<file path="src/rtl/mlac_pkg.sv">
// shared types, sizes and helper functions for the mip level address calculator
package mlac_pkg;

    localparam int DIM_BITS  = 16;
    localparam int ADDR_BITS = 48;
    localparam int LEN_BITS  = 34;
    localparam int LVL_BITS  = 5;
    localparam int PROD_BITS = 2 * DIM_BITS;
    // one cell per halving; after DIM_BITS halvings both sizes are 1
    localparam int NUM_CELLS = DIM_BITS;

    typedef enum logic [2:0] {
        FMT_DXT1 = 3'd0,
        FMT_DXT3 = 3'd1,
        FMT_DXT5 = 3'd2,
        FMT_BGR  = 3'd3,
        FMT_BGRA = 3'd4,
        FMT_LA   = 3'd5
    } t_fmt;

    typedef struct packed {
        logic [2:0]  format;
        logic [47:0] base_address;
        logic [15:0] top_width;
        logic [15:0] top_height;
        logic [2:0]  face_index;
        logic [31:0] face_length;
        logic [4:0]  level;
    } t_req;

    typedef struct packed {
        logic [47:0] level_address;
        logic [33:0] level_length;
        logic [15:0] level_width;
        logic [15:0] level_height;
        logic        bad_format;
    } t_rsp;

    // data handed from cell to cell
    typedef struct packed {
        logic [ADDR_BITS-1:0] addr;
        logic [DIM_BITS-1:0]  w;
        logic [DIM_BITS-1:0]  h;
        logic [PROD_BITS-1:0] prod;
        t_fmt                 fmt;
        logic [LVL_BITS-1:0]  rem;
        logic                 bad;
    } t_lane;

    // storage units along one edge: 4x4 blocks for dxt, pixels otherwise
    function automatic logic [DIM_BITS-1:0] blocks(input t_fmt f,
                                                   input logic [DIM_BITS-1:0] d);
        logic [DIM_BITS:0] s;
        s = {1'b0, d} + (DIM_BITS+1)'(3);
        if (f == FMT_DXT1 || f == FMT_DXT3 || f == FMT_DXT5) begin
            return DIM_BITS'(s[DIM_BITS:2]);
        end
        return d;
    endfunction

    // unit count times unit bytes, by shift and add
    function automatic logic [LEN_BITS-1:0] unit_len(input t_fmt f,
                                                     input logic [PROD_BITS-1:0] p);
        logic [PROD_BITS+3:0] pe;
        logic [PROD_BITS+3:0] x;
        pe = (PROD_BITS+4)'(p);
        unique case (f) inside
            FMT_DXT1: x = pe << 3;
            FMT_DXT3,
            FMT_DXT5: x = pe << 4;
            FMT_BGR:  x = (pe << 1) + pe;
            FMT_BGRA: x = pe << 2;
            FMT_LA:   x = pe << 1;
            default:  x = '0;
        endcase
        return LEN_BITS'(x);
    endfunction

    // next level size, floor of one
    function automatic logic [DIM_BITS-1:0] half(input logic [DIM_BITS-1:0] d);
        logic [DIM_BITS-1:0] s;
        s = d >> 1;
        return (s == '0) ? DIM_BITS'(1) : s;
    endfunction

endpackage

</file>
<file path="src/rtl/mlac_tail.sv">
// last cell: remaining unit-size levels in one step, then the result register
module mlac_tail (
    input  logic            i_clk,
    input  logic            i_rst_n,
    input  logic            i_valid,
    input  mlac_pkg::t_lane i_lane,
    output logic            o_done,
    output mlac_pkg::t_rsp  o_rsp
);
    import mlac_pkg::*;

    logic                         r_done;
    t_rsp                         r_rsp;
    t_rsp                         n_rsp;
    logic [LEN_BITS-1:0]          w_len;
    logic [LEN_BITS+LVL_BITS-1:0] w_skip;

    always_comb begin
        // sizes are already 1 here whenever levels remain, so each adds the same
        w_len  = unit_len(i_lane.fmt, i_lane.prod);
        w_skip = (LEN_BITS+LVL_BITS)'(i_lane.rem) * (LEN_BITS+LVL_BITS)'(w_len);
        if (i_lane.bad) begin
            n_rsp            = '0;
            n_rsp.bad_format = 1'b1;
        end else begin
            n_rsp.level_address = 48'(i_lane.addr + ADDR_BITS'(w_skip));
            n_rsp.level_length  = w_len;
            n_rsp.level_width   = 16'(i_lane.w);
            n_rsp.level_height  = 16'(i_lane.h);
            n_rsp.bad_format    = 1'b0;
        end
    end

    always_ff @(posedge i_clk) begin
        if (!i_rst_n) begin
            r_done <= 1'b0;
        end else begin
            r_done <= i_valid;
        end
        r_rsp <= n_rsp;
    end

    assign o_done = r_done;
    assign o_rsp  = r_rsp;

endmodule

</file>
<file path="config.mk">
export PLATFORM = sky130hd
export DESIGN_NAME = mlac_tail
export DESIGN_NICKNAME = d
export VERILOG_FILES = /design/src/rtl/mlac_pkg.sv /design/src/rtl/mlac_tail.sv
export SDC_FILE = /design/constraint.sdc
export NUM_CORES = 1
export LEC_CHECK = 0
export BUFFER_PORTS_ARGS = -buffer_cell sky130_fd_sc_hd__buf_2
export CORE_MARGIN = 5
export CORE_UTILIZATION = 53
export CTS_CLUSTER_SIZE = 20
export DETAILED_ROUTE_END_ITERATION = 12
export PLACE_DENSITY_LB_ADDON = 0.12
export SYNTH_ARGS = -nofsm -noshare
export SYNTH_HDL_FRONTEND = slang
export SYNTH_SLANG_ARGS = --single-unit
</file>
<file path="constraint.sdc">
create_clock -name i_clk -period 7.7 [get_ports i_clk]
set_clock_uncertainty 0.15 [all_clocks]
set_input_delay 1.54 -clock i_clk [delete_from_list [all_inputs] [get_ports i_clk]]
set_output_delay 1.54 -clock i_clk [all_outputs]
set_load 0.03 [all_outputs]
</file>
==> impl_metrics.toml <==
[die]
die_x_microns = 168
num_rows = 57
start_util = 0.540
die-area_sq_mm = 0.0281
pin_count = 240
coreArea_sq_mm = 0.0244
fp.dieH_microns = 168

[layout]
stdcell_count = 2481
synthToLayoutAreaGrowth_pct = 39.7
fillCellCount = 1840
drive_above_1_share = 0.344
final_nets = 2484
multi_input_area_sq_mm = 0.0104
diodes = 0
register_area_sq_mm = 0.00232

[yosys]
synth_fa_ha_area_frac = 0.282
yosysMostFrequentCell = "inv_1"
yosysTopAreaCellShare = 0.204
synth_xor_area_frac = 0.0293
syn_area_per_cell_sq_um = 8.08
synth_top_family_by_area = "adder cells"
ys_warn_count = 0
yosysSeqAreaShare = 0.176
synthTopCellsByCount = "inv_1 (202), a21oi_1 (135), fa_1 (134)"
synthFlopType = "dfxtp_1"
synth_cell_types = 79
synthSimpleGateAreaFrac = 0.194
netlist_area_sq_mm = 0.0132
syn_nets = 1969
muxShareOfSynthArea = 0.0348
yosys.area.top_type = "fa_1"
synth_compound_area_frac = 0.201
netlist_instances = 1629
synth_edf_count = 0
synth_async_sr_flop_share = 0
synth_seq_cells = 116
synthTopCellsByArea = "fa_1 (20%), dfxtp_1 (18%), ha_1 (7.8%)"

[critical_path]
start_kind = "primary input"
cp.required_ns = 7.87
worstPathMaxFanout = 5
worst-setup-path-type = "in -> reg"
max_stage_delay_ns = 0.50
path_common_cell = "buf_6"
slowest_stage = "fa_1"
worstPathArrival_ns = 7.91
end_kind = "flop"

[timing]
fin_hold_ws_ns = 1.16
drv_slew = 0
max_slew.worst_pin.slew_ns = 0.904
rsz0062_at_grt = "true"
fin_ws_ns = -0.0434
fmax_mhz = 129
slew_headroom = 0.397
final.period_utilization = 1.01
setup_viol = 4
finalHoldViolCount = 0
fin_crit_ns = 7.74

[cts]
path_clk_slew_ns = 0.07
clock-root-buffer = "clkbuf_16"
cts_buffers = 17
clock_path_buffers = 2
postCtsHoldBufs = 0
clkSinkCount = 116
tritoncts = "done"
htree_levels = 4

[global_route]
grt_util_all_layers = 0.306
antenna_found_initial = 0
grt_pass1_wl_microns = 70700
first_global_vias = 13600
overflow = 0
grt_max_degree = 75

[placement]
hpwl_microns = 35000
gp_congestion = 0.966
io_buffers = 239
numPlacedInstances = 2412

[detailed_routing]
wl_per_cell_microns = 18.2
drc_errors = 0
vias_per_cell = 5.64
num_vias = 14000
firstDrtPassIters = 5
antenna_left = 0
drt_iter0_drc = 1343
routed_wirelength_microns = 45300

[power_and_ir_drop]
p_leak_nw = 9.05
max-vdd-ir-drop_v = 0.000231
p_per_area_mw_per_mm2 = 300

[hold_path]
hold_path_class = "in -> reg"
holdPathStages = 2

[run]
maxCapViolations = 0

[run_status]
violations = "setup timing"
status = "finished, violations left"
==> cell usage in the layout, fill, tap and decap left out, types with 8 or more instances in the layout <==
| master | count |
|---|---|
| a21oi_1 | 111 |
| a21oi_2 | 22 |
| o21a_1 | 10 |
| xnor2_1 | 21 |
| clkbuf_16 | 17 |
| nand2_1 | 115 |
| nor2b_1 | 46 |
| dfxtp_1 | 116 |
| mux2i_1 | 14 |
| and3_1 | 15 |
| buf_6 | 14 |
| nand3_1 | 46 |
| nand4_1 | 16 |
| buf_2 | 230 |
| o21ai_0 | 67 |
| o21bai_1 | 8 |
| o22ai_1 | 10 |
| o31ai_1 | 13 |
| inv_1 | 197 |
| o21ai_1 | 11 |
| ha_4 | 18 |
| xor2_1 | 21 |
| buf_4 | 326 |
| a211oi_1 | 16 |
| a22oi_1 | 12 |
| a21o_1 | 37 |
| a31oi_1 | 22 |
| fa_1 | 131 |
| and2_1 | 67 |
| nor3_1 | 26 |
| mux4_2 | 9 |
| ha_1 | 59 |
| nor2_1 | 129 |
==> state kept, by name, summed over array words and instances, names as in the netlist <==
name and cells:
o_done 1, o_rsp 115
==> metal layers <==
metal | up-vias | track usage | share of wire
li1 | 6580 | - | -
met1 | 6617 | 0.423 | 0.42
met2 | 694 | 0.491 | 0.46
met3 | 103 | 0.0580 | 0.090
met4 | 0 | 0.0882 | 0.030
met5 | - | 0 | 0
==> through the flow <==
| stage | total power [mW] | area, sq um | setup WS (ns) | setup TNS, ns | utilization |
|---|---|---|---|---|---|
| after floorplan | 2.83 | 13200 | 0.00654 | 0 | - |
| after global placement | 4.14 | 16800 | -0.625 | -8.07 | 0.689 |
| after detailed placement | 4.19 | 16800 | -0.790 | -10.77 | 0.689 |
| after CTS | 5.24 | 17900 | 0.00372 | 0 | 0.733 |
| after global routing | 5.94 | 18400 | -0.186 | -1.39 | 0.754 |
| final | 5.52 | 18400 | -0.0434 | -0.122 | 0.754 |
==> cells by family (layout without fill, tap and decap cells) <==
kind of cell / count (synthesis) / in the layout
and+or+nand+nor: 516 / 516
AOI/OAI and AO/OA: 416 / 416
muxes: 33 / 33
buffers and inverters: 288 / 816
DFF: 116 / 116
adders and majority gates: 216 / 216
xor gates and xnor gates: 44 / 44
==> layout make-up <==
class / count / share of cell area
Sequential cell: 116 / 0.126
Multi-Input combinational cell: 1225 / 0.566
Clock inverter: 15 / 0.0107
Tap cell: 324 / 0.0220
Clock buffer: 17 / 0.0231
Inverter: 209 / 0.0426
Timing Repair Buffer: 575 / 0.210
==> critical path: cells and delay by family <==
kind | cells | cell delay (ns)
AND/OR/NAND/NOR | 7 | 1.60
AO/OA/AOI/OAI | 6 | 1.55
multiplexers | 2 | 0.62
adder cells (fa/ha/maj) | 5 | 1.90
buffers and inverters | 7 | 0.71
==> final timing paths <==
| kind | slack (ns) | start | endpoint |
|---|---|---|---|
| max | -0.04 | i_lane[24] | o_rsp[111] |
| min | 1.16 | i_lane[60] | o_rsp[20] |
==> report_power, final <==
group	total, mW	leakage (nW)	internal (mW)	switching [mW]
Sequential	0.734	0.964	0.711	0.0231
Clock	0.856	0.306	0.518	0.338
Combinational	3.93	7.78	1.84	2.09
==> repair_timing <==
action	in CTS	in global routing
setup buffers	19	19
pin swaps	24	51
resized for setup	55	89
endpoints found under the setup margin	11	20
Note: power is estimated with default switching activity, not from simulation.
