[src/rtl/mlac_pkg.sv]
// shared types, sizes and helper functions for the mip level address calculator
package mlac_pkg;

    localparam int DIM_BITS  = 16;
    localparam int ADDR_BITS = 48;
    localparam int LEN_BITS  = 34;
    localparam int LVL_BITS  = 5;
    localparam int PROD_BITS = 2 * DIM_BITS;
    // one cell per halving; after DIM_BITS halvings both sizes are 1
    localparam int NUM_CELLS = DIM_BITS;

    typedef enum logic [2:0] {
        FMT_DXT1 = 3'd0,
        FMT_DXT3 = 3'd1,
        FMT_DXT5 = 3'd2,
        FMT_BGR  = 3'd3,
        FMT_BGRA = 3'd4,
        FMT_LA   = 3'd5
    } t_fmt;

    typedef struct packed {
        logic [2:0]  format;
        logic [47:0] base_address;
        logic [15:0] top_width;
        logic [15:0] top_height;
        logic [2:0]  face_index;
        logic [31:0] face_length;
        logic [4:0]  level;
    } t_req;

    typedef struct packed {
        logic [47:0] level_address;
        logic [33:0] level_length;
        logic [15:0] level_width;
        logic [15:0] level_height;
        logic        bad_format;
    } t_rsp;

    // data handed from cell to cell
    typedef struct packed {
        logic [ADDR_BITS-1:0] addr;
        logic [DIM_BITS-1:0]  w;
        logic [DIM_BITS-1:0]  h;
        logic [PROD_BITS-1:0] prod;
        t_fmt                 fmt;
        logic [LVL_BITS-1:0]  rem;
        logic                 bad;
    } t_lane;

    // storage units along one edge: 4x4 blocks for dxt, pixels otherwise
    function automatic logic [DIM_BITS-1:0] blocks(input t_fmt f,
                                                   input logic [DIM_BITS-1:0] d);
        logic [DIM_BITS:0] s;
        s = {1'b0, d} + (DIM_BITS+1)'(3);
        if (f == FMT_DXT1 || f == FMT_DXT3 || f == FMT_DXT5) begin
            return DIM_BITS'(s[DIM_BITS:2]);
        end
        return d;
    endfunction

    // unit count times unit bytes, by shift and add
    function automatic logic [LEN_BITS-1:0] unit_len(input t_fmt f,
                                                     input logic [PROD_BITS-1:0] p);
        logic [PROD_BITS+3:0] pe;
        logic [PROD_BITS+3:0] x;
        pe = (PROD_BITS+4)'(p);
        unique case (f) inside
            FMT_DXT1: x = pe << 3;
            FMT_DXT3,
            FMT_DXT5: x = pe << 4;
            FMT_BGR:  x = (pe << 1) + pe;
            FMT_BGRA: x = pe << 2;
            FMT_LA:   x = pe << 1;
            default:  x = '0;
        endcase
        return LEN_BITS'(x);
    endfunction

    // next level size, floor of one
    function automatic logic [DIM_BITS-1:0] half(input logic [DIM_BITS-1:0] d);
        logic [DIM_BITS-1:0] s;
        s = d >> 1;
        return (s == '0) ? DIM_BITS'(1) : s;
    endfunction

endpackage

[src/rtl/mlac_cell.sv]
// one mip step while levels remain: add this level's length, halve sizes, recount units; else pass through
module mlac_cell (
    input  logic            i_clk,
    input  logic            i_rst_n,
    input  logic            i_valid,
    input  mlac_pkg::t_lane i_lane,
    output logic            o_valid,
    output mlac_pkg::t_lane o_lane
);
    import mlac_pkg::*;

    logic                r_valid;
    t_lane               r_lane;
    t_lane               n_lane;
    logic [DIM_BITS-1:0] w_w;
    logic [DIM_BITS-1:0] w_h;

    always_comb begin
        n_lane = i_lane;
        w_w    = half(i_lane.w);
        w_h    = half(i_lane.h);
        if (i_lane.rem != '0) begin
            n_lane.addr = i_lane.addr + ADDR_BITS'(unit_len(i_lane.fmt, i_lane.prod));
            n_lane.w    = w_w;
            n_lane.h    = w_h;
            n_lane.prod = PROD_BITS'(blocks(i_lane.fmt, w_w))
                        * PROD_BITS'(blocks(i_lane.fmt, w_h));
            n_lane.rem  = i_lane.rem - LVL_BITS'(1);
        end
    end

    always_ff @(posedge i_clk) begin
        if (!i_rst_n) begin
            r_valid <= 1'b0;
        end else begin
            r_valid <= i_valid;
        end
        r_lane <= n_lane;
    end

    assign o_valid = r_valid;
    assign o_lane  = r_lane;

endmodule

[config.mk]
export PLATFORM = sky130hd
export DESIGN_NAME = mlac_cell
export DESIGN_NICKNAME = d
export VERILOG_FILES = /design/src/rtl/mlac_pkg.sv /design/src/rtl/mlac_cell.sv
export SDC_FILE = /design/constraint.sdc
export NUM_CORES = 1
export LEC_CHECK = 0
export BUFFER_PORTS_ARGS = -buffer_cell sky130_fd_sc_hd__clkbuf_2
export CORE_ASPECT_RATIO = 1.5
export CORE_MARGIN = 5
export CORE_UTILIZATION = 55
export CTS_BUF_LIST = sky130_fd_sc_hd__clkbuf_4
export DETAILED_ROUTE_END_ITERATION = 12
export PLACE_DENSITY_LB_ADDON = 0.05
export SYNTH_ARGS = -nofsm -noshare
export SYNTH_HDL_FRONTEND = slang
export SYNTH_SLANG_ARGS = --single-unit
[constraint.sdc]
create_clock -name i_clk -period 7.7 [get_ports i_clk]
set_clock_uncertainty 0.2 [all_clocks]
set_input_delay 0.385 -clock i_clk [delete_from_list [all_inputs] [get_ports i_clk]]
set_output_delay 0.385 -clock i_clk [all_outputs]
set_load 0.02 [all_outputs]
==> impl_metrics.yaml, run 1 <==
global_routing:
  maximum_number_of_pins_on_one_net_before_global_route_repair: 92
  grt_util_all_layers: 0.374
  grt_first_pass_wirelength_mm: 101
  first_global_vias: 18600
  globalRoute.totalOverflow: 0
  antenna_found_initial: 4
die:
  die_width_um: 154
  fp.dieArea_mm2: 0.0348
  die_h_um: 226
  io-pin-count: 246
  rows: 79
  fp.coreArea_mm2: 0.0309
  initial_core_util: 0.554
synthesis:
  number_of_nets_in_the_synthesized_netlist: 2657
  synth-main-ff-cell: "sky130_fd_sc_hd__dfxtp_1"
  synthesis.instances: 2178
  post-synth-top-count-cell: "sky130_fd_sc_hd__nand2_1"
  synth-seq-area-share: 0.143
  postSynthAreaPerCell_um2: 7.86
  yosys.area.top_type_share: 0.199
  postSynthRegisterBits: 122
  number_of_synthesized_flops_with_an_enable_pin: 0
  synth_cell_type_count: 89
  synth.yosys.warnings: 0
  synth_top_cells_by_area: "sky130_fd_sc_hd__fa_1, sky130_fd_sc_hd__dfxtp_1, sky130_fd_sc_hd__ha_1"
  netlist.top_cell.by_area: "sky130_fd_sc_hd__fa_1"
  synth_commonest_cells: "sky130_fd_sc_hd__nand2_1, sky130_fd_sc_hd__nor2_1, sky130_fd_sc_hd__inv_1"
  syn-cell-area_mm2: 0.0171
  ys_async_sr_fraction: 0
timing:
  relSlewSlack: 0.324
  final_min_period_over_clock_period: 0.969
  final_period_minus_worst_setup_slack_ps: 7470
  final-max-slew-violation-count: 0
  timing.final.setup_violations: 0
  final.hold.worst_slack_ps: 66.9
  hold_violations: 0
  tightest_slew_ps: 1010
  timing.fmax_mhz: 134
clock_tree:
  number_of_buffers_inserted_during_clock_tree_synthesis: 17
  cts_root_buffer: "sky130_fd_sc_hd__clkbuf_4"
  max-clock-path-buffers: 2
  tritoncts: "yes"
  htree_levels: 4
  clock_pin_slew_of_the_registers_on_the_worst_case_setup_and_hold_paths_ps: 150
  clkSinkCount: 122
worst_setup_path:
  critical-path-top-cell-by-count: "sky130_fd_sc_hd__fa_1"
  cp_data_required_time_ps: 7950
  critical_path.max_fanout: 4
  critPathCaptureType: "flop"
  setup.worst_path.start_class: "input pin"
  critPathKind: "input pin to flop"
  critical_path.slowest_cell: "sky130_fd_sc_hd__fa_1"
  crit_path_max_incr_delay_ps: 560
  arrival_ps: 7720
place:
  port_buffers: 245
  gp_congestion: 0.984
  hpwlAfterDp_mm: 50.7
  dp.cells: 2849
cells_and_area:
  layout.cells.non_filler: 3040
  number_of_nets_in_the_layout: 3098
  areaGrowthSynthToFinish_pct: 25.7
  layout-drive-gt1-share: 0.191
route:
  drt_iter0_markers: 1482
  drt-total-wl_mm: 65.2
  post_drt_wl_per_cell_um: 21.5
  drc_errors: 0
  viasPerCell: 5.86
  vias: 17800
  ant_nets: 0
  dr.pass1.iters: 6
hold_path:
  hold_class: "input pin to flop"
run:
  max_cap_viol_count: 0
power:
  power_leakage_nw: 10.7
  vdd_ir_drop_max_mv: 0.649
  pwr_density_cell_mw_per_mm2: 445
outcome:
  run_status: "completed"
## cells by family after synthesis
group	share of synthesized area
AOI/OAI and AO/OA	0.191
xor gates and xnor gates	0.0517
adders and majority gates	0.334
buffers and inverters	0.0754
DFF	0.143
muxes	0.0199
and+or+nand+nor	0.186
## layout by cell type (no fill, tap or decap), types with 14 or more instances in the layout
cell / Yosys / final
sky130_fd_sc_hd__o211ai_1: 14 / 14
sky130_fd_sc_hd__ha_1: 185 / 180
sky130_fd_sc_hd__inv_1: 236 / 235
sky130_fd_sc_hd__buf_4: 0 / 138
sky130_fd_sc_hd__a211oi_1: 15 / 15
sky130_fd_sc_hd__and2_1: 14 / 14
sky130_fd_sc_hd__dlygate4sd3_1: 0 / 132
sky130_fd_sc_hd__nor2b_1: 23 / 21
sky130_fd_sc_hd__xnor2_1: 51 / 51
sky130_fd_sc_hd__o21a_1: 15 / 14
sky130_fd_sc_hd__mux2i_1: 34 / 34
sky130_fd_sc_hd__nand2_1: 289 / 285
sky130_fd_sc_hd__nand2b_1: 21 / 21
sky130_fd_sc_hd__o221ai_1: 20 / 20
sky130_fd_sc_hd__o21ai_0: 99 / 95
sky130_fd_sc_hd__a21o_1: 49 / 48
sky130_fd_sc_hd__xor2_1: 50 / 50
sky130_fd_sc_hd__clkbuf_2: 3 / 243
sky130_fd_sc_hd__fa_1: 170 / 162
sky130_fd_sc_hd__clkbuf_4: 0 / 18
sky130_fd_sc_hd__a21oi_1: 177 / 175
sky130_fd_sc_hd__dfxtp_1: 122 / 122
sky130_fd_sc_hd__and3_1: 15 / 14
sky130_fd_sc_hd__nand3_1: 24 / 23
sky130_fd_sc_hd__nor2_1: 260 / 257
sky130_fd_sc_hd__nand4_1: 21 / 21
## registers in the layout, summed over array words and instances, names as in the netlist
name,cells
o_lane,121
o_valid,1
## worst max-delay path, delay by kind of cell
family                     cells  cell delay, ps
xor gates and xnor gates       1             150
AOI/OAI and AO/OA              7            1450
adders and majority gates      7            3380
buffers and inverters          8            1290
and+or+nand+nor                7            1040
## area by class of cell
cell class                      instances  area [um2]
Fill cell                            2617        9410
Multi-Input combinational cell       1721       13600
Clock buffer                           17         128
Timing Repair Buffer                  521        3700
Sequential cell                       122        2440
Inverter                              236         886
Antenna cell                            3        7.51
Clock inverter                         15         235
Tap cell                              405         507
## report_power, final
group / internal (W) / leakage (nW) / total (W) / switching [W]
Sequential: 0.000865 / 1.03 / 0.000913 / 0.0000482
Combinational: 0.00352 / 9.52 / 0.00806 / 0.00454
Clock: 0.000298 / 0.192 / 0.000615 / 0.000317
Total: 0.00468 / 10.7 / 0.00959 / 0.00490
## per-stage QoR
| step | total power [W] | utilization | area, um2 | setup WS, ps | TNS [ps] |
|---|---|---|---|---|---|
| after floorplan | 0.00581 | - | 17100 | 145 | 0 |
| after global placement | 0.00831 | 0.628 | 19400 | 0.935 | 0 |
| after detailed placement | 0.00841 | 0.628 | 19400 | -60.9 | -227 |
| after CTS | 0.00917 | 0.682 | 21100 | 28.1 | 0 |
| after global routing | 0.0105 | 0.696 | 21500 | -14.7 | -14.7 |
| final | 0.00959 | 0.696 | 21500 | 235 | 0 |
## worst paths after layout
kind              cells after the start            endpoint  slack, ps  startpoint
hold / removal                        3  o_lane[40]$_DFF_P_         70  i_lane[40]
setup / recovery                     30  o_lane[30]$_DFF_P_        230  i_lane[58]
## layer usage
| metal | vias up | global-route usage | part of all wire |
|---|---|---|---|
| met5 | - | 0 | 0.00015 |
| met3 | 283 | 0.0456 | 0.056 |
| met2 | 840 | 0.686 | 0.52 |
| met1 | 8496 | 0.390 | 0.33 |
| met4 | 2 | 0.268 | 0.091 |
| li1 | 8206 | - | - |
## timing repair
action                                  4_1_cts  5_1_grt
setup buffers                                 0       25
resized for setup                             0       64
endpoints found under the setup margin        0       17
endpoints found under the hold margin       113        0
hold buffers                                132        0
Power figures use the tool's default switching activity.
==> run 2, diff against run 1 <==
--- a/config.mk
+++ b/config.mk
@@ -5,10 +5,11 @@
 export SDC_FILE = /design/constraint.sdc
 export NUM_CORES = 1
 export LEC_CHECK = 0
+export ABC_AREA = 1
 export BUFFER_PORTS_ARGS = -buffer_cell sky130_fd_sc_hd__clkbuf_2
 export CORE_ASPECT_RATIO = 1.5
 export CORE_MARGIN = 5
-export CORE_UTILIZATION = 55
+export CORE_UTILIZATION = 56
 export CTS_BUF_LIST = sky130_fd_sc_hd__clkbuf_4
 export DETAILED_ROUTE_END_ITERATION = 12
 export PLACE_DENSITY_LB_ADDON = 0.05
==> impl_metrics.yaml, run 2 <==
cells_and_area:
  number_of_nets_in_the_layout: 3865
  layout.cells.non_filler: 3827
  final_core_utilization: 0.662
  layout-drive-gt1-share: 0.117
  largest_register_ffs: 121
  commonest_non_fill_non_tap_cells_in_the_layout: "sky130_fd_sc_hd__nand2_1, sky130_fd_sc_hd__inv_1, sky130_fd_sc_hd__nor2_1, sky130_fd_sc_hd__clkbuf_2, sky130_fd_sc_hd__ha_1"
  areaGrowthSynthToFinish_pct: 17.5
  mostFrequentLayoutCell: "sky130_fd_sc_hd__nand2_1"
route:
  dr.pass1.iters: 6
  post_drt_wl_per_cell_um: 19.2
  drt-total-wl_mm: 73.6
  ant_nets: 0
  viasPerCell: 5.63
  drc_errors: 0
  vias: 21600
  drt_iter0_markers: 1882
synthesis:
  number_of_synthesized_flops_with_an_enable_pin: 0
  number_of_nets_in_the_synthesized_netlist: 3493
  synth_top_cells_by_area: "sky130_fd_sc_hd__nand2_1, sky130_fd_sc_hd__fa_1, sky130_fd_sc_hd__dfxtp_1"
  synthesis.instances: 3014
  synth_cell_type_count: 48
  postSynthRegisterBits: 122
  synth-main-ff-cell: "sky130_fd_sc_hd__dfxtp_1"
  postSynthAreaPerCell_um2: 6.37
  ys_async_sr_fraction: 0
  synth-seq-area-share: 0.127
  yosys.area.top_type_share: 0.179
  synth.yosys.warnings: 0
  netlist.top_cell.by_area: "sky130_fd_sc_hd__nand2_1"
  post-synth-top-count-cell: "sky130_fd_sc_hd__nand2_1"
  syn-cell-area_mm2: 0.0192
  synth_commonest_cells: "sky130_fd_sc_hd__nand2_1, sky130_fd_sc_hd__inv_1, sky130_fd_sc_hd__nor2_1"
worst_setup_path:
  crit_path_max_incr_delay_ps: 560
  critPathKind: "input pin to flop"
  timing.critical_path.from: "i_lane[65]"
  critPathCaptureType: "flop"
  setup.worst_path.start_class: "input pin"
  crit_path_end: "o_lane[34]$_DFF_P_"
  critical_path.slowest_cell: "sky130_fd_sc_hd__fa_1"
  arrival_ps: 7640
  critical_path.max_fanout: 13
  cp_data_required_time_ps: 7960
global_routing:
  maximum_number_of_pins_on_one_net_before_global_route_repair: 83
  globalRoute.totalOverflow: 0
  grt_first_pass_wirelength_mm: 115
  antenna_found_initial: 2
  first_global_vias: 22000
  grt_util_all_layers: 0.383
place:
  gp_congestion: 1.04
  dp.cells: 3654
  pre_cts_slack_ps: 364
  hpwlAfterDp_mm: 59.8
  port_buffers: 245
timing:
  timing.fmax_mhz: 136
  grt_setup_unrepaired: "false"
  final_min_period_over_clock_period: 0.958
  fin_ws_ps: 325
  final_period_minus_worst_setup_slack_ps: 7370
  hold_violations: 0
  tightest_slew_ps: 921
  relSlewSlack: 0.386
  finalSetupTns_ps: 0
  timing.final.setup_violations: 0
  final-max-slew-violation-count: 0
clock_tree:
  clock_pin_slew_of_the_registers_on_the_worst_case_setup_and_hold_paths_ps: 130
  max-clock-path-buffers: 2
  tritoncts: "yes"
  htree_levels: 4
  clkSinkCount: 122
  number_of_buffers_inserted_during_clock_tree_synthesis: 17
  cts_root_buffer: "sky130_fd_sc_hd__clkbuf_4"
power:
  power_leakage_nw: 12.7
  pwr_density_cell_mw_per_mm2: 466
  pwr-share-comb: 0.860
  power.net_switching_w: 0.00628
  power.clock.fraction: 0.049
  power.share.sequential: 0.090
  internal_power_w: 0.00424
  power_switching_share: 0.597
  report.power.total_w: 0.0105
  vdd_ir_drop_max_mv: 0.625
die:
  fp.dieArea_mm2: 0.0382
  fp.coreArea_mm2: 0.0341
  initial_core_util: 0.564
  rows: 83
  die_h_um: 237
  io-pin-count: 246
  die_width_um: 161
run:
  max_cap_viol_count: 0
hold_path:
  hold_class: "input pin to flop"
outcome:
  run_status: "completed"
==> run 2: power groups by stage <==
stage	logic, W	registers [W]	clock network (W)
after floorplan	0.00614	0.00111	0
after global placement	0.00860	0.000956	0
after detailed placement	0.00875	0.000952	0
after CTS	0.00888	0.000943	0.000523
after global routing	0.0102	0.000958	0.000549
final	0.00905	0.000950	0.000519
==> run 2: worst min path at each step <==
| stage | startpoint | end | slack [ps] | cells past startpoint |
|---|---|---|---|---|
| after global routing | i_lane[16] | o_lane[16]$_DFF_P_ | 30 | 3 |
| after global placement | i_lane[0] | o_lane[0]$_DFF_P_ | 290 | 1 |
| after detailed placement | i_lane[0] | o_lane[0]$_DFF_P_ | 290 | 1 |
| after CTS | i_lane[16] | o_lane[16]$_DFF_P_ | 4 | 3 |
| after floorplan | i_lane[0] | o_lane[0]$_DFF_P_ | 210 | 0 |
| final | i_lane[12] | o_lane[12]$_DFF_P_ | 50 | 3 |
==> run 2: what timing repair did <==
| item | in CTS | in global routing |
|---|---|---|
| hold endpoints to repair | 115 | 0 |
| setup endpoints to repair | 0 | 1 |
| setup buffers | 0 | 0 |
| gates resized for setup | 0 | 1 |
| hold buffers | 138 | 0 |
==> run 2: stage by stage <==
stage                     hold WS [ps]  instance area [um2]
after floorplan                    213                19200
after global placement             289                20900
after detailed placement           291                20900
after CTS                         4.37                22600
after global routing              33.8                22600
final                             45.1                22600
==> run 2: logic make-up after synthesis <==
logic type | Yosys count | share of synthesized area
simple gates | 1522 | 0.330
compound gates | 363 | 0.108
flops | 122 | 0.127
fa+ha+maj | 355 | 0.298
buf+inv | 633 | 0.129
xor+xnor | 19 | 0.00866
==> run 2: cell type report <==
| class | count | area, um2 |
|---|---|---|
| multi-input cells | 2259 | 14300 |
| fillers | 3121 | 11500 |
| repair buffers | 409 | 2800 |
| flip-flops and latches | 122 | 2440 |
| inverters | 577 | 2170 |
| well taps | 425 | 532 |
| clock inverters | 14 | 161 |
| clock buffers | 18 | 135 |
| diodes | 3 | 7.51 |
==> run 2: layer usage <==
metal / share of wire / vias up / GRT usage
met4: 0.10 / 0 / 0.327
met5: 0 / - / 0
li1: - / 10200 / -
met3: 0.064 / 400 / 0.0514
met2: 0.50 / 1147 / 0.680
met1: 0.33 / 9852 / 0.394
==> run 2: worst max-delay path: cells and delay by family <==
family                   cells  cell delay (ps)
AND/OR/NAND/NOR             16             2290
buffers and inverters        8             1330
adder cells (fa/ha/maj)      7             3490
AO/OA/AOI/OAI                1              100
