===== src/rtl/mlac_pkg.sv =====
// shared types, sizes and helper functions for the mip level address calculator
package mlac_pkg;

    localparam int DIM_BITS  = 16;
    localparam int ADDR_BITS = 48;
    localparam int LEN_BITS  = 34;
    localparam int LVL_BITS  = 5;
    localparam int PROD_BITS = 2 * DIM_BITS;
    // one cell per halving; after DIM_BITS halvings both sizes are 1
    localparam int NUM_CELLS = DIM_BITS;

    typedef enum logic [2:0] {
        FMT_DXT1 = 3'd0,
        FMT_DXT3 = 3'd1,
        FMT_DXT5 = 3'd2,
        FMT_BGR  = 3'd3,
        FMT_BGRA = 3'd4,
        FMT_LA   = 3'd5
    } t_fmt;

    typedef struct packed {
        logic [2:0]  format;
        logic [47:0] base_address;
        logic [15:0] top_width;
        logic [15:0] top_height;
        logic [2:0]  face_index;
        logic [31:0] face_length;
        logic [4:0]  level;
    } t_req;

    typedef struct packed {
        logic [47:0] level_address;
        logic [33:0] level_length;
        logic [15:0] level_width;
        logic [15:0] level_height;
        logic        bad_format;
    } t_rsp;

    // data handed from cell to cell
    typedef struct packed {
        logic [ADDR_BITS-1:0] addr;
        logic [DIM_BITS-1:0]  w;
        logic [DIM_BITS-1:0]  h;
        logic [PROD_BITS-1:0] prod;
        t_fmt                 fmt;
        logic [LVL_BITS-1:0]  rem;
        logic                 bad;
    } t_lane;

    // storage units along one edge: 4x4 blocks for dxt, pixels otherwise
    function automatic logic [DIM_BITS-1:0] blocks(input t_fmt f,
                                                   input logic [DIM_BITS-1:0] d);
        logic [DIM_BITS:0] s;
        s = {1'b0, d} + (DIM_BITS+1)'(3);
        if (f == FMT_DXT1 || f == FMT_DXT3 || f == FMT_DXT5) begin
            return DIM_BITS'(s[DIM_BITS:2]);
        end
        return d;
    endfunction

    // unit count times unit bytes, by shift and add
    function automatic logic [LEN_BITS-1:0] unit_len(input t_fmt f,
                                                     input logic [PROD_BITS-1:0] p);
        logic [PROD_BITS+3:0] pe;
        logic [PROD_BITS+3:0] x;
        pe = (PROD_BITS+4)'(p);
        unique case (f) inside
            FMT_DXT1: x = pe << 3;
            FMT_DXT3,
            FMT_DXT5: x = pe << 4;
            FMT_BGR:  x = (pe << 1) + pe;
            FMT_BGRA: x = pe << 2;
            FMT_LA:   x = pe << 1;
            default:  x = '0;
        endcase
        return LEN_BITS'(x);
    endfunction

    // next level size, floor of one
    function automatic logic [DIM_BITS-1:0] half(input logic [DIM_BITS-1:0] d);
        logic [DIM_BITS-1:0] s;
        s = d >> 1;
        return (s == '0) ? DIM_BITS'(1) : s;
    endfunction

endpackage


===== src/rtl/mlac_front.sv =====
// entry cell: format decode, face offset and level zero unit count
module mlac_front (
    input  logic           i_clk,
    input  logic           i_rst_n,
    input  logic           i_valid,
    input  mlac_pkg::t_req i_req,
    output logic           o_valid,
    output mlac_pkg::t_lane o_lane
);
    import mlac_pkg::*;

    logic                 r_valid;
    t_lane                r_lane;
    t_lane                n_lane;
    t_fmt                 w_fmt;
    logic                 w_bad;
    logic [34:0]          w_ofs;
    logic [DIM_BITS-1:0]  w_w;
    logic [DIM_BITS-1:0]  w_h;

    always_comb begin
        w_bad = 1'b0;
        unique case (i_req.format)
            FMT_DXT1: w_fmt = FMT_DXT1;
            FMT_DXT3: w_fmt = FMT_DXT3;
            FMT_DXT5: w_fmt = FMT_DXT5;
            FMT_BGR:  w_fmt = FMT_BGR;
            FMT_BGRA: w_fmt = FMT_BGRA;
            FMT_LA:   w_fmt = FMT_LA;
            default: begin
                w_fmt = FMT_DXT1;
                w_bad = 1'b1;
            end
        endcase
        w_w   = i_req.top_width[DIM_BITS-1:0];
        w_h   = i_req.top_height[DIM_BITS-1:0];
        w_ofs = 35'(i_req.face_index) * 35'(i_req.face_length);
        n_lane.addr = ADDR_BITS'(i_req.base_address) + ADDR_BITS'(w_ofs);
        n_lane.w    = w_w;
        n_lane.h    = w_h;
        n_lane.prod = PROD_BITS'(blocks(w_fmt, w_w)) * PROD_BITS'(blocks(w_fmt, w_h));
        n_lane.fmt  = w_fmt;
        n_lane.rem  = i_req.level;
        n_lane.bad  = w_bad;
    end

    always_ff @(posedge i_clk) begin
        if (!i_rst_n) begin
            r_valid <= 1'b0;
        end else begin
            r_valid <= i_valid;
        end
        r_lane <= n_lane;
    end

    assign o_valid = r_valid;
    assign o_lane  = r_lane;

endmodule


===== config.mk =====
export PLATFORM = sky130hd
export DESIGN_NAME = mlac_front
export DESIGN_NICKNAME = d
export VERILOG_FILES = /design/src/rtl/mlac_pkg.sv /design/src/rtl/mlac_front.sv
export SDC_FILE = /design/constraint.sdc
export NUM_CORES = 1
export LEC_CHECK = 0
export BUFFER_PORTS_ARGS = -buffer_cell sky130_fd_sc_hd__buf_2
export CORE_MARGIN = 4
export CORE_UTILIZATION = 40
export CTS_CLUSTER_SIZE = 28
export DETAILED_ROUTE_END_ITERATION = 8
export MAX_ROUTING_LAYER = met4
export PLACE_DENSITY = 0.65
export SLEW_MARGIN = 40
export SYNTH_ARGS = -nofsm -noshare
export SYNTH_HDL_FRONTEND = slang
export SYNTH_SLANG_ARGS = --single-unit

===== constraint.sdc =====
create_clock -name i_clk -period 13.1 [get_ports i_clk]
set_input_delay 3.93 -clock i_clk [delete_from_list [all_inputs] [get_ports i_clk]]
set_output_delay 3.93 -clock i_clk [all_outputs]
set_load 0.03 [all_outputs]

==> results_dict.tcl, run 1 <==
set metrics [dict create \
    grt_antenna_before_repair 3 \
    grt_max_degree 51 \
    htreeDepth 4 \
    gr-total-overflow 0 \
    dieArea_mm2 0.04303 \
    synth_top_area_share_pct 32.34 \
    whs_endpoint "o_lane[5]" \
    synthCells 1831 \
    hold_class "input port to register" \
    setup_viol 0 \
    cts_root_buffer "clkbuf_16" \
    final_nets 2581 \
    rsz0062_at_grt "false" \
    numCtsBuffers 17 \
    syn_to_final_growth_pct 15.18 \
    vias_per_cell 5.150 \
    fin_crit_ps 11860 \
    synth.area.top_cells "fa_1 32%, dfxtp_1 15%, ha_1 11%" \
    synth_ff_type "dfxtp_1" \
    slew-limit-headroom_pct 41.70 \
    n_fill_cell 3800 \
    postCtsSetupBuffers 0 \
    ys_seq_elements 122 \
    syn_area_mm2 0.01591 \
    ys_seq_area_share_pct 15.35 \
    cp-end-kind "register" \
    clkSinkCount 122 \
    synth_cell_type_count 65 \
    port_buffers 247 \
    fin_tns_setup_ps 0 \
    core_mm2 0.03901 \
    path_max_fanout 35 \
    path_clk_slew_ps 70 \
    hold_viol_final 0 \
    hold_buffers 0 \
    synth_edf_count 0 \
    final_antenna_net_count 0 \
    drt_iter0_drc 849 \
    avgSynthCellArea_um2 8.689 \
    worstMarginPinSlew_ps 871.3 \
    crit_type "input port to register" \
    drv_slew 0 \
    cts_tree "yes" \
    route.detailed.drc 0 \
    holdCritStartpoint "i_req[4]" \
    grt_pass1_wl_um 74680 \
    regArea_mm2 0.002442 \
    post-route-period-util_pct 90.50 \
    synthMostInstantiatedCell "inv_1" \
    start_util_pct 40.79 \
    vias 13320 \
    multi_input_area_mm2 0.01207 \
    die_y_um 207.4 \
    cts.repair.resized 0 \
    dp_hpwl_um 37080 \
    yosysWarnings 0 \
    startpoint_type "input port" \
    synth.largest_area_cell "fa_1" \
    wl_um 45530 \
    required_ps 13480 \
    rows 72 \
    ys_async_sr_fraction_pct 0 \
    drive_above_1_share_pct 15.25 \
    wl_per_cell_um 17.61 \
    grt_pass1_vias 14220 \
    status "completed" \
    ios 248 \
    max-clock-path-buffers 2 \
    maxCapViolations 0 \
    hold_path_depth 1 \
    drt_pass1_iterations 5 \
    synthesis.nets 2359 \
    crit_arrival_ps 12240 \
    fp.dieW_um 207.4 \
    grt_util_all_layers_pct 22.16 \
    fmax_mhz 84.35 \
    place_congestion 0.9653 \
    synth_commonest_cells "314 x inv_1, 268 x nand2_1, 257 x fa_1" \
]
## flip-flops by register name, indices dropped and copies added, names as in the netlist
| signal | cells |
|---|---|
| o_valid | 1 |
| o_lane | 121 |
## layout make-up
cell class / count / share of cell area [%]
Antenna cell: 2 / 0.02731
Clock buffer: 21 / 2.513
Clock inverter: 11 / 0.7374
Inverter: 314 / 6.432
Multi-Input combinational cell: 1331 / 65.84
Sequential cell: 122 / 13.33
Tap cell: 518 / 3.537
Timing Repair Buffer: 267 / 7.586
## worst max-delay path, stage by stage
cell       delay, ps
buf_2            120
inv_1             50
ha_1             370
a21oi_1          100
o21ai_1          310
a31o_2           330
buf_4            380
and2_1           200
o22a_1           470
nand2_1          150
fa_1             540
fa_1             470
fa_1             510
fa_1             540
inv_1             50
fa_1             480
inv_1             50
fa_1             470
inv_1             40
ha_1             340
a21oi_1          220
o21ai_1          120
a2111oi_0        360
a21bo_2          270
a31oi_1          460
o21ai_1          310
a311oi_1         390
xnor2_1          150
## cells by family after synthesis
group / Yosys count / share of synthesized area, %
flip-flops: 122 / 15.35
adder cells (fa/ha/maj): 402 / 43.74
buffers and inverters: 378 / 8.997
AO/OA/AOI/OAI: 257 / 11.10
AND/OR/NAND/NOR: 593 / 16.41
XOR/XNOR: 73 / 4.019
multiplexers: 6 / 0.3775
## cells in the final DEF, fill, tap and decap left out, drive strengths merged, types with 28 or more instances in the layout
cell,count
and2,28
a21o,46
buf,267
nand3,35
inv,317
and3,39
dfxtp,122
nand2,268
a21oi,55
xnor2,46
nor2,154
fa,257
o21ai,45
ha,145
## stage by stage
step | hold WS, ps | std cells | instance area [um2] | util (%) | setup slack (ps)
5_1_grt | 3579 | 2586 | 18330 | 46.98 | 726.1
2_1_floorplan | 3958 | 1831 | 15910 | - | 2122
4_1_cts | 3567 | 2584 | 18310 | 46.95 | 1306
3_5_place_dp | 4034 | 2552 | 17720 | 45.42 | 842.0
6_report | 3593 | 2586 | 18330 | 46.98 | 1245
3_3_place_gp | 4033 | 2550 | 17700 | 45.37 | 996.9
## worst max path at each step
stage	start	end	slack [ps]	depth (start not counted)
2_1_floorplan	i_req[121]	o_lane[37]	2120	29
3_3_place_gp	i_req[121]	o_lane[37]	1000	28
3_5_place_dp	i_req[121]	o_lane[37]	840	28
4_1_cts	i_req[121]	o_lane[37]	1310	28
5_1_grt	i_req[121]	o_lane[37]	730	30
6_report	i_req[121]	o_lane[37]	1240	28
## per-layer routing
metal	GRT usage [%]	vias up	routed length (um)
met5	-	-	0
met4	7.273	0	1449
met3	4.111	87	3282
met2	36.36	504	21710
met1	27.86	6462	19090
li1	-	6264	-
Power of run 1 is left out: the tool's default activity adds up to more than one toggle a clock period on the data nets, which glitch-free logic cannot reach.
==> inputs of run 2 (changes only) <==
--- a/config.mk
+++ b/config.mk
@@ -5,13 +5,14 @@
 export SDC_FILE = /design/constraint.sdc
 export NUM_CORES = 1
 export LEC_CHECK = 0
+export ABC_AREA = 1
 export BUFFER_PORTS_ARGS = -buffer_cell sky130_fd_sc_hd__buf_2
 export CORE_MARGIN = 4
 export CORE_UTILIZATION = 40
 export CTS_CLUSTER_SIZE = 28
 export DETAILED_ROUTE_END_ITERATION = 8
 export MAX_ROUTING_LAYER = met4
-export PLACE_DENSITY = 0.65
+export PLACE_DENSITY = 0.64
 export SLEW_MARGIN = 40
 export SYNTH_ARGS = -nofsm -noshare
 export SYNTH_HDL_FRONTEND = slang
==> run 2 against run 1 <==
Against the previous run: non-clock buffer count down 17; die area up 11%; via count up 20%; cell count up 28%; global-route usage up 2.9 points; highest routed layer unchanged; first-iteration DRC count up 20%; area after synthesis up 11%; final area up 9.5%; wire length up 23%; worst hold slack worse by 38 ps.
==> results_dict.tcl, run 2 <==
set metrics [dict create \
    status "completed" \
    vias 16020 \
    rows 76 \
    grt_max_degree 50 \
    clkSinkCount 122 \
    ys_seq_elements 122 \
    vias_per_cell 4.841 \
    placed_area_mm2 0.01945 \
    busiest_layer "met2" \
    fmax_mhz 94.67 \
    hold_class "input port to register" \
    avgSynthCellArea_um2 7.159 \
    crit_arrival_ps 10950 \
    ys_async_sr_fraction_pct 0 \
    path_max_fanout 49 \
    grt_util_all_layers_pct 25.02 \
    synth_cell_type_count 39 \
    regArea_mm2 0.002442 \
    grt_pass1_wl_um 89540 \
    worstMarginPinSlew_ps 870.2 \
    fin_crit_ps 10560 \
    synth_top_area_share_pct 29.10 \
    drt_pass1_iterations 5 \
    final_antenna_net_count 0 \
    place_congestion 0.9769 \
    start_util_pct 40.78 \
    grt_pass1_vias 16410 \
    rsz0062_at_grt "false" \
    synth_ff_type "dfxtp_1" \
    syn_to_final_growth_pct 13.52 \
    crit_type "input port to register" \
    dp_hpwl_um 48670 \
    port_buffers 247 \
    synth.largest_area_cell "fa_1" \
    final_area_mm2 0.02007 \
    core_mm2 0.04336 \
    hold_viol_final 0 \
    setup_viol 0 \
    maxCapViolations 0 \
    met2_usage_pct 40.03 \
    ios 248 \
    drt_iter0_drc 1015 \
    synth.area.top_cells "fa_1 29%, nand2_1 16%, dfxtp_1 14%" \
    route.detailed.drc 0 \
    startpoint_type "input port" \
    grtUsageMet1_pct 32.57 \
    synth_edf_count 0 \
    drv_slew 0 \
    required_ps 13480 \
    cts.repair.resized 0 \
    synth_commonest_cells "757 x nand2_1, 551 x inv_1, 257 x fa_1" \
    yosysWarnings 0 \
    mostFrequentLayoutCell "nand2_1" \
    gr-total-overflow 0 \
    cts_root_buffer "clkbuf_16" \
    largest_reg_flops 121 \
    dieArea_mm2 0.04763 \
    slew-limit-headroom_pct 41.99 \
    use_met3_pct 4.130 \
    htreeDepth 4 \
    cts_tree "yes" \
    max-clock-path-buffers 2 \
    die_y_um 218.3 \
    final_nets 3238 \
    cp-end-kind "register" \
    syn_area_mm2 0.01768 \
    synthMostInstantiatedCell "nand2_1" \
    path_clk_slew_ps 70 \
    grt_antenna_before_repair 1 \
    drive_above_1_share_pct 12.75 \
    postCtsSetupBuffers 0 \
    n_fill_cell 4481 \
    post-route-period-util_pct 80.63 \
    fp.dieW_um 218.3 \
    final_cell_mix "757 x nand2_1, 551 x inv_1, 257 x fa_1" \
    fin_tns_setup_ps 0 \
    hold_buffers 0 \
    ys_seq_area_share_pct 13.81 \
    synthesis.nets 2998 \
    wl_per_cell_um 16.93 \
    wl_um 56000 \
    numCtsBuffers 17 \
    synthCells 2470 \
    multi_input_area_mm2 0.01284 \
]
run 2: metrics by stage:
| stage | hold WS, ps | utilization [%] | worst slack (ps) | std cells |
|---|---|---|---|---|
| after global routing | 3523 | 46.29 | 2199 | 3308 |
| after global placement | 4033 | 44.84 | 2048 | 3276 |
| after detailed placement | 4035 | 44.85 | 2087 | 3276 |
| after CTS | 3512 | 46.28 | 2581 | 3307 |
| final | 3555 | 46.29 | 2537 | 3308 |
| after floorplan | 3958 | - | 3394 | 2470 |
run 2: worst max-delay path, stage by stage:
cell	delay, ps
buf_2	130
inv_1	70
ha_1	340
inv_1	100
o211ai_2	220
nand2_2	100
nand2_4	510
nand3_1	150
o21ai_1	120
buf_4	270
inv_1	170
nor2_1	160
fa_1	470
fa_1	520
fa_1	520
fa_1	520
fa_1	620
inv_1	90
fa_1	540
inv_1	50
ha_1	350
nand2_1	130
nor2_1	220
inv_1	80
nor3_1	240
nand3_1	140
nand4_1	110
nand2_1	60
run 2: cell families after synthesis:
kind of cell / Yosys count / share of synthesized area (%)
compound gates: 127 / 4.394
xor+xnor: 44 / 2.179
fa+ha+maj: 402 / 39.36
buf+inv: 606 / 13.56
flops: 122 / 13.81
simple gates: 1169 / 26.69
run 2: routing by layer:
| metal | up-vias | wire length (um) |
|---|---|---|
| met1 | 7667 | 25050 |
| met5 | - | 0 |
| met3 | 82 | 3115 |
| met2 | 472 | 26210 |
| met4 | 0 | 1617 |
| li1 | 7794 | - |
run 2: final timing paths:
check | startpoint | end | slack, ps | depth (start not counted)
worst max-delay path | i_req[121] | o_lane[34] | 2540 | 28
worst min-delay path | i_req[1] | o_lane[2] | 3550 | 1
run 2: area by class of cell:
type	count	share of cell area (%)
Sequential cell	122	12.17
Antenna cell	1	0.01247
Clock buffer	18	2.138
Inverter	577	10.82
Tap cell	585	3.647
Timing Repair Buffer	250	6.271
Clock inverter	13	0.9537
Multi-Input combinational cell	1742	63.99
Power of run 2 is left out for the same reason.
==> inputs of run 3 (changes only) <==
--- a/config.mk
+++ b/config.mk
@@ -5,14 +5,14 @@
 export SDC_FILE = /design/constraint.sdc
 export NUM_CORES = 1
 export LEC_CHECK = 0
-export ABC_AREA = 1
+export ABC_AREA = 0
 export BUFFER_PORTS_ARGS = -buffer_cell sky130_fd_sc_hd__buf_2
 export CORE_MARGIN = 4
 export CORE_UTILIZATION = 40
 export CTS_CLUSTER_SIZE = 28
 export DETAILED_ROUTE_END_ITERATION = 8
 export MAX_ROUTING_LAYER = met4
-export PLACE_DENSITY = 0.64
+export PLACE_DENSITY = 0.65
 export SLEW_MARGIN = 40
 export SYNTH_ARGS = -nofsm -noshare
 export SYNTH_HDL_FRONTEND = slang
==> constraint.sdc (replaced) <==
create_clock -name i_clk -period 9.9 [get_ports i_clk]
set_input_delay 2.97 -clock i_clk [delete_from_list [all_inputs] [get_ports i_clk]]
set_output_delay 2.97 -clock i_clk [all_outputs]
set_load 0.03 [all_outputs]
==> run 3 against run 2 <==
Against the previous run: global-route usage down 1.3 points; worst setup slack worse by 2300 ps; cell count down 15%; sequential share of layout area down 0.099 points.
==> results_dict.tcl, run 3 (synthesized netlist as in run 1, its figures left out) <==
set metrics [dict create \
    crit_type "input port to register" \
    grt_pass1_wl_um 78800 \
    final_antenna_net_count 0 \
    mostFrequentLayoutCell "inv_1" \
    grt_util_all_layers_pct 23.76 \
    vias 14210 \
    cp-end-kind "register" \
    setup_viol 0 \
    maxCapViolations 0 \
    vias_per_cell 5.070 \
    cts_root_buffer "clkbuf_16" \
    htreeDepth 4 \
    wl_um 49180 \
    rows 72 \
    required_ps 10270 \
    post-route-period-util_pct 97.88 \
    fmax_mhz 103.2 \
    crit_arrival_ps 10060 \
    final_cell_mix "313 x inv_1, 266 x nand2_1, 257 x fa_1" \
    path_max_fanout 21 \
    path_clk_slew_ps 70 \
    dp.cells 2757 \
    grt_antenna_before_repair 3 \
    drive_above_1_share_pct 24.38 \
    crit_top_cell "fa_1" \
    grt_max_degree 33 \
    worstMarginPinSlew_ps 780.5 \
    drv_slew 0 \
    numCtsBuffers 17 \
    final_cells 2802 \
    core_mm2 0.03901 \
    fin_crit_ps 9690 \
    startpoint_type "input port" \
    max-clock-path-buffers 2 \
    gr-total-overflow 0 \
    port_buffers 247 \
    hold_slack_ps 2613 \
    ios 248 \
    die_y_um 207.4 \
    dieArea_mm2 0.04303 \
    final_area_mm2 0.02024 \
    drt_iter0_drc 973 \
    syn_to_final_growth_pct 27.19 \
    grt_pass1_vias 14890 \
    hold_class "input port to register" \
    dp_hpwl_um 41770 \
    drt_pass1_iterations 7 \
    clkSinkCount 122 \
    slowest_stage "fa_1" \
    placed_area_mm2 0.01936 \
    status "completed" \
    largest_reg_flops 121 \
    cts_tree "yes" \
    fp.dieW_um 207.4 \
    start_util_pct 40.79 \
    rsz0062_at_grt "true" \
    final_nets 2796 \
    route.detailed.drc 0 \
    hold_viol_final 0 \
    wl_per_cell_um 17.55 \
    place_congestion 0.9843 \
    slowest_delay_ps 560 \
    slew-limit-headroom_pct 47.40 \
]
## run 3: layer usage
metal / global-route usage (%) / routed length (um) / up-vias
li1: - / - / 6682
met4: 9.485 / 1839 / 0
met1: 29.36 / 20650 / 6948
met5: - / 0 / -
met2: 39.05 / 23720 / 481
met3: 3.990 / 2962 / 94
## run 3: per-stage QoR
stage / util, % / setup WS (ps) / setup TNS (ps)
5_1_grt: 51.88 / -2.594 / -2.594
6_report: 51.88 / 210.1 / 0
4_1_cts: 51.29 / 4.431 / 0
2_1_floorplan: - / -39.32 / -39.32
3_5_place_dp: 49.63 / -656.0 / -6837
3_3_place_gp: 49.63 / -494.8 / -4887
## run 3: final timing paths
path                  startpoint         end  slack (ps)  depth (start not counted)
worst min-delay path    i_req[0]   o_lane[1]        2610                          1
worst max-delay path  i_req[121]  o_lane[39]         210                         32
## run 3: what timing repair did
action,in CTS,in global routing
setup endpoints to repair,11,12
setup buffers,1,9
hold buffers,0,0
pin swaps,2,16
gates resized for setup,5,31
## run 3: critical path: cells and delay by family
family / cells / cell delay (ps)
AOI/OAI and AO/OA: 8 / 1680
and+or+nand+nor: 4 / 590
buffers and inverters: 11 / 1220
adders and majority gates: 8 / 3440
xor gates and xnor gates: 1 / 140
## run 3: final cells by class
class                           count  area (um2)
Timing Repair Buffer              482        3137
Multi-Input combinational cell   1331       12220
Inverter                          314        1179
Clock buffer                       18       439.2
Fill cell                        3702       18770
Tap cell                          518       648.1
Sequential cell                   122        2442
Antenna cell                        3       7.507
Clock inverter                     14       160.2
Power of run 3 is left out for the same reason.
